File: src/design/smeu_pkg.sv
`default_nettype none
package smeu_pkg;
  localparam logic [4:0] F_DIVMOD = 5'd0;
  localparam logic [4:0] F_JUMP = 5'd1;
  localparam logic [4:0] F_PUSHLN = 5'd2;
  localparam logic [4:0] F_SUB = 5'd3;
  localparam logic [4:0] F_OUT = 5'd4;
  localparam logic [4:0] F_IN = 5'd5;
  localparam logic [4:0] F_ROLL = 5'd6;
  localparam logic [4:0] F_PUSH = 5'd7;
  localparam logic [4:0] F_NEWLINE = 5'd8;
  localparam logic [4:0] F_CBREL = 5'd9;
  localparam logic [4:0] F_CMPSKIP = 5'd10;
  localparam logic [4:0] F_ADDLN = 5'd11;
  localparam logic [4:0] F_BREL = 5'd12;
  localparam logic [4:0] F_ROLLI = 5'd13;
  localparam logic [4:0] F_CBABS = 5'd14;
  localparam logic [4:0] F_SUBI = 5'd15;
  localparam logic [4:0] F_DUP = 5'd16;
  localparam logic [4:0] F_DROP = 5'd17;

  localparam logic [2:0] ST_OK = 3'd0;
  localparam logic [2:0] ST_UNDER = 3'd1;
  localparam logic [2:0] ST_OVER = 3'd2;
  localparam logic [2:0] ST_BADLINE = 3'd3;
  localparam logic [2:0] ST_DIVZERO = 3'd4;
  localparam logic [2:0] ST_DEPTH = 3'd5;

  // Request to the divider and its answer.
  typedef struct packed {
    logic        start;
    logic [31:0] dividend;
    logic [31:0] divisor;
  } div_req_t;

  typedef struct packed {
    logic        done;
    logic [31:0] quot;
    logic [31:0] rem;
  } div_rsp_t;
endpackage
`default_nettype wire

File: src/design/smeu_div.sv
`default_nettype none
// Signed radix-2 restoring divider, one quotient bit per cycle.
module smeu_div (
  input  wire logic              clk_i,
  input  wire logic              rst_ni,
  input  wire smeu_pkg::div_req_t req_i,
  output smeu_pkg::div_rsp_t      rsp_o
);
  logic [31:0] q_q, q_d, r_q, r_d, d_q, d_d;
  logic [5:0]  cnt_q, cnt_d;
  logic        busy_q, busy_d, done_q, done_d;
  logic        qn_q, qn_d, rn_q, rn_d;
  logic [32:0] trial;
  logic [31:0] ua, ub;

  always_comb begin
    ua = req_i.dividend[31] ? 32'(-req_i.dividend) : req_i.dividend;
    ub = req_i.divisor[31] ? 32'(-req_i.divisor) : req_i.divisor;
    q_d = q_q;
    r_d = r_q;
    d_d = d_q;
    cnt_d = cnt_q;
    busy_d = busy_q;
    done_d = 1'b0;
    qn_d = qn_q;
    rn_d = rn_q;
    trial = {r_q, q_q[31]} - {1'b0, d_q};
    if (req_i.start) begin
      q_d = ua;
      r_d = '0;
      d_d = ub;
      cnt_d = 6'd32;
      busy_d = 1'b1;
      qn_d = req_i.dividend[31] ^ req_i.divisor[31];
      rn_d = req_i.dividend[31];
    end else if (busy_q) begin
      if (!trial[32]) begin
        r_d = trial[31:0];
        q_d = {q_q[30:0], 1'b1};
      end else begin
        r_d = {r_q[30:0], q_q[31]};
        q_d = {q_q[30:0], 1'b0};
      end
      cnt_d = cnt_q - 6'd1;
      if (cnt_q == 6'd1) begin
        busy_d = 1'b0;
        done_d = 1'b1;
      end
    end
  end

  always_ff @(posedge clk_i or negedge rst_ni) begin
    if (!rst_ni) begin
      busy_q <= 1'b0;
      done_q <= 1'b0;
      cnt_q <= '0;
    end else begin
      busy_q <= busy_d;
      done_q <= done_d;
      cnt_q <= cnt_d;
    end
  end

  always_ff @(posedge clk_i) begin
    q_q <= q_d;
    r_q <= r_d;
    d_q <= d_d;
    qn_q <= qn_d;
    rn_q <= rn_d;
  end

  assign rsp_o.done = done_q;
  assign rsp_o.quot = qn_q ? 32'(-q_q) : q_q;
  assign rsp_o.rem = rn_q ? 32'(-r_q) : r_q;
endmodule
`default_nettype wire

File: config.mk
export PLATFORM = sky130hd
export DESIGN_NAME = smeu_div
export DESIGN_NICKNAME = d
export VERILOG_FILES = /design/src/design/smeu_pkg.sv /design/src/design/smeu_div.sv
export SDC_FILE = /design/constraint.sdc
export NUM_CORES = 1
export LEC_CHECK = 0
export BUFFER_PORTS_ARGS = -buffer_cell sky130_fd_sc_hd__buf_2
export CAP_MARGIN = 25
export CORE_AREA = 2 2 149 136
export CTS_CLUSTER_DIAMETER = 40
export DETAILED_ROUTE_END_ITERATION = 10
export DIE_AREA = 0 0 151 138
export PLACE_DENSITY = 0.63
export SYNTH_ARGS = -nofsm -noshare
export SYNTH_HDL_FRONTEND = slang
export SYNTH_SLANG_ARGS = --single-unit
export TNS_END_PERCENT = 5
File: constraint.sdc
create_clock -name clk_i -period 11.1 [get_ports clk_i]
set_clock_uncertainty 0.2 [all_clocks]
set_input_delay 0.555 -clock clk_i [delete_from_list [all_inputs] [get_ports clk_i]]
set_output_delay 0.555 -clock clk_i [all_outputs]
set_load 0.05 [all_outputs]
### After elaboration in Yosys (flattened, before gate mapping)

Cells that the tools add are included.

| cells by class | value |
|---|---|
| bitwise gates (word level) | 1 |
| add/sub/neg operators | 6 |
| muxes and demuxes | 16 |
| equality and inequality tests | 1 |
| reductions and logical operators | 1 |

Operators by type and width:

| cell | number |
|---|---|
| $mux W32 | 6 |
| $neg A32 Y32 | 4 |
| $sub A33 B32 Y33 | 1 |
| $mux W31 | 1 |
| $mux W6 | 2 |
| $mux W1 | 7 |
| $eq A6 B1 Y1 const B | 1 |
| $sub A6 B1 Y6 const B | 1 |
| $reduce_bool A2 Y1 | 1 |
| $xor A1 B1 Y1 | 1 |

| word-level totals | value |
|---|---|
| register bits after elaboration | 106 |
| input port bits | 67 |
| output and inout port bits | 65 |
| word-level logic and storage cells | 34 |

### Logic depth before layout (Yosys ltp)

Gate-level depths: netlist (run 1).

| depth | value |
|---|---|
| word-level depth | 4 |
| depth in mapped cells | 13 |
| mapped depth without buffers | 11 |

### Worst setup path after synthesis (run 1)

No wires, ideal clock.

| timing path | value |
|---|---|
| path kind | flip-flop to output port |
| start point | register q_q[8] |
| end point | output port rsp_o[61] (netlist bit) |
| required time | 10.345 ns |
| path slack | 6.541 ns |
| buffers on the path | 0 |
| stages on the path, launching flop included | 9 |
| arrival time | 3.804 ns |
| cells stage by stage | edfxtp_1 or4_4 or4_4 or3_4 or4_1 or4_4 or4_4 o41ai_2 xnor2_1 |

RTL lines:

| what | line | source |
|---|---|---|
| start: declaration | smeu_div.sv:9 | `logic [31:0] q_q, q_d, r_q, r_d, d_q, d_d;` |
| start signal: assignment | smeu_div.sv:65 | `q_q <= q_d;` |
| end: declaration | smeu_div.sv:7 | `output smeu_pkg::div_rsp_t rsp_o` |

==> impl_results.md, run 1 <==
* Main synth FF type: edfxtp_1
* TritonRoute pass-1 iters at 5
* CORE AREA at 19500 µm²
* Area grow syn2layout at 13.4%
* Cell area after synthesis at 8540 µm²
* Pleak at 3.95 nW
* HPWL after DPL at 16.4 mm
* Worst path arrival time at 4280 ps
* Setup-failing EPs final at 0
* Crit. End Element: output port
* Hold Path Class: in2reg
* DRT antenna net count at 0
* GR Util met2 at 28.9%
* PwrDens at 193 nW/µm²
* Synth unique cells at 68
* Final #Nets at 1205
* Max Slew Vio Count at 0
* Drt drc at 0
* CTS buffer count at 9
* Top cell type's share of synthesized area at 23.2%
* R2r worst-path depth at 12
* Min Hold Slack at 216 ps
* Grt ovf at 0
* TritonCTS clock tree: built
* Final-report hold violation count at 0
* Root buffer cell: clkbuf_16
* Largest net degree at the start of global routing at 83
* Clk buf depth at 2
* Post-CTS sizing at 0
* Worst-path clk slew at 70 ps
* CTS Sinks at 106
* Worst Path Class, Setup: reg2out
* Die Span X at 151 µm
* Post-synthesis sequential area ratio at 33.1%
* # port buffers at 131
* Initial antenna violation count at 0
* Vias at 7517
* Setup Fix Bufs, Post-CTS at 0
* Gpl congestion at 0.887
* Synthesized instance count at 999
* Synthesized flop and latch total at 106
* Die area at 20800 µm²
* DR vias/cell at 5.53
* EDFF count, synth at 66
* Yosys warnings at 0
* Die H at 138 µm
* Crit path required time at 10350 ps
* Crit Path Max Fanout at 4
* Final min period at 5030 ps
* Initial core utilization at 43.8%
* Avg Inst Size Synth at 8.54 µm²
* # diodes at 0
* Final setup TNS at 0 ps
* Hold Path Stages at 1
* Most common cell after layout, fill and taps aside: buf_2
* Area contributors post-synth: edfxtp_1, xnor2_1, dfxtp_1
* Net count after synthesis at 1105
* Hold buffer count at CTS at 1
* Gr busiest metal: met1
* Share of cells above drive strength 1 at 15.8%
* Status: complete, no violations
* Number of global-route vias before repair at 6718
* Async SR Flop Fraction at 7.55%
* GR Layer Usage met1 at 31.8%
* Post-synth top area cell: edfxtp_1
* GRT Total Usage at 20.3%
* Overall routed net length at 21.0 mm
* First-pass GRT wire length at 34.1 mm
* Final period utilization at 45.3%
* Top-level I/O count at 132
* Max frequency at 0.199 GHz
* CP Launch Type: flip-flop
* RSZ-0062 raised after global routing: no
* VDD IR-drop max at 0.000143 V
* H-tree depth at 3
* Worst Tran Pin Value at 956 ps
* Relative slew margins at 36.3%
* DR WL/cell at 15.5 µm
* Global Route met3 Usage at 3.43%
* Most frequent cells in the layout: buf_2, nor2_1, xnor2_1
* Max Cap Violations at 0
* Row count at 49
* 1st-iter DRT viols at 535
* Clk_lat worst skew at 370 ps
where the power goes:
group / internal [W] / switching [W] / total [W] / leakage [nW]
Sequential: 0.000479 / 0.0000682 / 0.000547 / 1.02
Combinational: 0.000291 / 0.000695 / 0.000986 / 2.78
Clock: 0.000179 / 0.000157 / 0.000336 / 0.151
Total: 0.000949 / 0.000920 / 0.00187 / 3.95
sequential cells by signal, indices dropped and copies added, names as in the netlist:
name,count
cnt_q,6
done_q,1
d_q,32
qn_q,1
busy_q,1
r_q,32
rn_q,1
q_q,32
final timing paths:
| kind | slack, ps | from | endpoint |
|---|---|---|---|
| worst max-delay path | 6070 | q_q[8]$_DFFE_PP_ | rsp_o[61] |
| worst min-delay path | 220 | req_i[0] | d_q[0]$_DFFE_PP_ |
| max in group asynchronous | 10160 | rst_ni | busy_q$_DFF_PN0_ |
| min in group asynchronous | 360 | rst_ni | cnt_q[4]$_DFFE_PN0P_ |
| worst min register to register | 340 | cnt_q[2]$_DFFE_PN0P_ | done_q$_DFF_PN0_ |
| worst max register to register | 6980 | q_q[31]$_DFFE_PP_ | r_q[26]$_SDFFE_PP0P_ |
per-stage QoR:
stage / std cells / total power [W] / utilization, % / worst slack [ps] / cell area [µm²]
5_1_grt: 1359 / 0.00198 / 49.7 / 5930 / 9680
3_3_place_gp: 1341 / 0.00154 / 47.9 / 6510 / 9340
6_report: 1359 / 0.00187 / 49.7 / 6070 / 9680
4_1_cts: 1358 / 0.00188 / 49.6 / 6050 / 9660
3_5_place_dp: 1341 / 0.00154 / 47.9 / 6460 / 9340
2_1_floorplan: 999 / 0.00131 / - / 6540 / 8540
cell usage after synthesis, types with 4 or more instances:
cell / instances
nor2b_1: 6
edfxtp_1: 66
o21a_1: 7
or2_2: 5
dfxtp_1: 32
o21ai_0: 55
or4_4: 5
nand4_1: 8
nor4_1: 8
xor2_1: 43
o41ai_1: 16
clkbuf_1: 40
dfrtp_1: 8
a21o_1: 13
a311oi_1: 8
and3_1: 4
nand3b_1: 4
a31oi_1: 5
o31ai_1: 34
a2111oi_0: 4
a211oi_1: 24
or4_1: 22
nand2b_1: 11
xnor2_1: 103
nand2_1: 93
nor3_1: 22
inv_1: 48
or3_1: 10
ha_1: 38
mux2i_1: 22
a21oi_1: 64
nand3_1: 15
nor2_1: 106
cell type report:
class                   instances  area [µm²]
repair buffers                137         718
fillers                      1933        9810
multi-input cells             797        5330
flip-flops and latches        106        2820
clock buffers                   9         225
clock inverters                 7        82.6
well taps                     255         319
inverters                      48         180
critical path: stages (launching register included):
cell      delay (ps)
edfxtp_1         430
or4_4            570
or4_4            530
or3_4            350
or4_1            430
or4_4            440
or4_4            460
o41ai_2          250
xnor2_1          160
buf_2            280
routing by layer:
layer | up-vias | wire [µm]
li1 | 3846 | -
met1 | 3450 | 10800
met2 | 202 | 8780
met3 | 19 | 1140
met4 | 0 | 289
met5 | - | 0
logic make-up (layout without fill, tap and decap cells):
kind of cell,after synthesis,in the layout,share of synthesized area (%)
AND/OR/NAND/NOR,331,331,18.9
AO/OA/AOI/OAI,256,256,19.9
XOR/XNOR,146,146,15.0
flip-flops,106,106,33.1
buffers and inverters,96,201,4.46
adder cells (fa/ha/maj),39,39,5.80
multiplexers,25,25,2.98
(Power assumes the default switching activity.)
==> run 2, diff against run 1 <==
- clock period: 11.1 -> 5.2 ns (I/O delays scaled with it)
==> run 2 against run 1 <==
Against the previous run:
- sequential power up 120%
- final area up 0.71%
- wire length up 1.6%
- sequential share of layout area down 0.21 points
- combinational power up 110%
- global-route usage up 0.32 points
- first-iteration DRC count up 3.7%
- worst setup slack worse by 5600 ps
- non-clock buffer count up 6
- final cell count up 0.44%
- worst hold slack worse by 200 ps
- critical path type unchanged
==> impl_results.md, run 2 (synthesis gave the netlist of run 1 again) <==
* Status: complete, no violations
* Crit Path Max Fanout at 4
* # diodes at 0
* Final min period at 4730 ps
* Largest net degree at the start of global routing at 83
* RSZ-0062 raised after global routing: no
* TritonCTS clock tree: built
* Final period utilization at 90.9%
* Die H at 138 µm
* HPWL after DPL at 16.4 mm
* Sequential Power Share at 29.4%
* DRT antenna net count at 0
* Hold buffer count at CTS at 6
* Worst Tran Pin Value at 962 ps
* Top-level I/O count at 132
* Clk buf depth at 2
* Initial antenna violation count at 0
* Fin worst setup slack at 473 ps
* Relative slew margins at 35.9%
* CTS buffer count at 9
* 1st-iter DRT viols at 555
* Grt ovf at 0
* Sw Share at 49.3%
* Combinational power share at 52.6%
* Min Hold Slack at 13.5 ps
* Final setup TNS at 0 ps
* PwrDens at 410 nW/µm²
* Gpl congestion at 0.903
* Pleak at 3.97 nW
* Share of cells above drive strength 1 at 15.8%
* CP Launch Type: flip-flop
* GRT Total Usage at 20.6%
* Clock power share at 18.0%
* DR vias/cell at 5.55
* Number of global-route vias before repair at 6824
* Most common cell after layout, fill and taps aside: buf_2
* Crit path required time at 4740 ps
* Max Cap Violations at 0
* CORE AREA at 19500 µm²
* Post-CTS sizing at 0
* Sw Pwr at 0.00197 W
* Die Span X at 151 µm
* First-pass GRT wire length at 34.8 mm
* Most frequent cells in the layout: buf_2, nor2_1, xnor2_1
* Area grow syn2layout at 14.2%
* CTS Sinks at 106
* Max frequency at 0.212 GHz
* Pint at 0.00203 W
* Top flop regs: d_q: 32 flops, q_q: 32 flops, r_q: 32 flops
* Final-report hold violation count at 0
* Drt drc at 0
* Initial core utilization at 43.8%
* Worst Path Class, Setup: reg2out
* TritonRoute pass-1 iters at 5
* Clk_lat worst skew at 360 ps
* Max Slew Vio Count at 0
* Hold Path Class: in2reg
* Row count at 49
* Worst-path clk slew at 80 ps
* DR WL/cell at 15.6 µm
* Root buffer cell: clkbuf_16
* # port buffers at 131
* VDD IR-drop max at 0.000276 V
* Final core utilization at 50.0%
* Worst path arrival time at 4270 ps
* Vias at 7576
* H-tree depth at 3
* Die area at 20800 µm²
* Placement-stage cell area at 9360 µm²
* Setup-failing EPs final at 0
* Crit. End Element: output port
* Final instance area at 9750 µm²
* Pre-CTS setup slack at 863 ps
* Final #Nets at 1211
* Setup Fix Bufs, Post-CTS at 0
* Overall routed net length at 21.3 mm
==> run 2: metal layers <==
metal	routed length, µm	track usage [%]
met5	0	0
met1	10900	32.2
met3	1140	2.84
met2	9030	29.9
met4	272	5.07
==> run 2: critical path: stages, from the launching register on <==
cell and delay (ps):
edfxtp_1 460, or4_4 560, or4_4 540, or3_4 350
or4_1 430, or4_4 440, or4_4 460, o41ai_2 240
xnor2_1 150, buf_2 280
==> run 2: area by class of cell <==
cell class,instances,area (µm²)
Sequential cell,106,2820
Fill cell,1888,9750
Inverter,48,180
Tap cell,255,319
Multi-Input combinational cell,797,5330
Clock buffer,9,225
Clock inverter,7,81.3
Timing Repair Buffer,143,788
==> run 2: power by group through the flow <==
stage	Clock (W)	Combinational, W	Sequential (W)
finish	0.000719	0.00211	0.00118
global route	0.000774	0.00226	0.00120
CTS	0.000738	0.00210	0.00118
detailed placement	0	0.00209	0.00120
global placement	0	0.00208	0.00119
floorplan	0	0.00165	0.00113
==> run 2: path summary, 6_finish.rpt <==
path | startpoint | endpoint | slack [ps] | depth (start not counted)
max | q_q[7]$_DFFE_PP_ | rsp_o[61] | 470 | 9
min | req_i[2] | d_q[2]$_DFFE_PP_ | 10 | 2
max reg2reg | q_q[31]$_DFFE_PP_ | r_q[0]$_SDFFE_PP0P_ | 1030 | 13
min reg2reg | cnt_q[5]$_DFFE_PN0P_ | cnt_q[5]$_DFFE_PN0P_ | 330 | 2
max in group asynchronous | rst_ni | busy_q$_DFF_PN0_ | 4550 | 2
min in group asynchronous | rst_ni | cnt_q[3]$_DFFE_PN0P_ | 60 | 2
==> run 2: through the flow <==
step,instances,total power (W)
final,1365,0.00400
after global routing,1365,0.00423
after CTS,1364,0.00402
after detailed placement,1342,0.00329
after global placement,1342,0.00328
after floorplan,999,0.00279
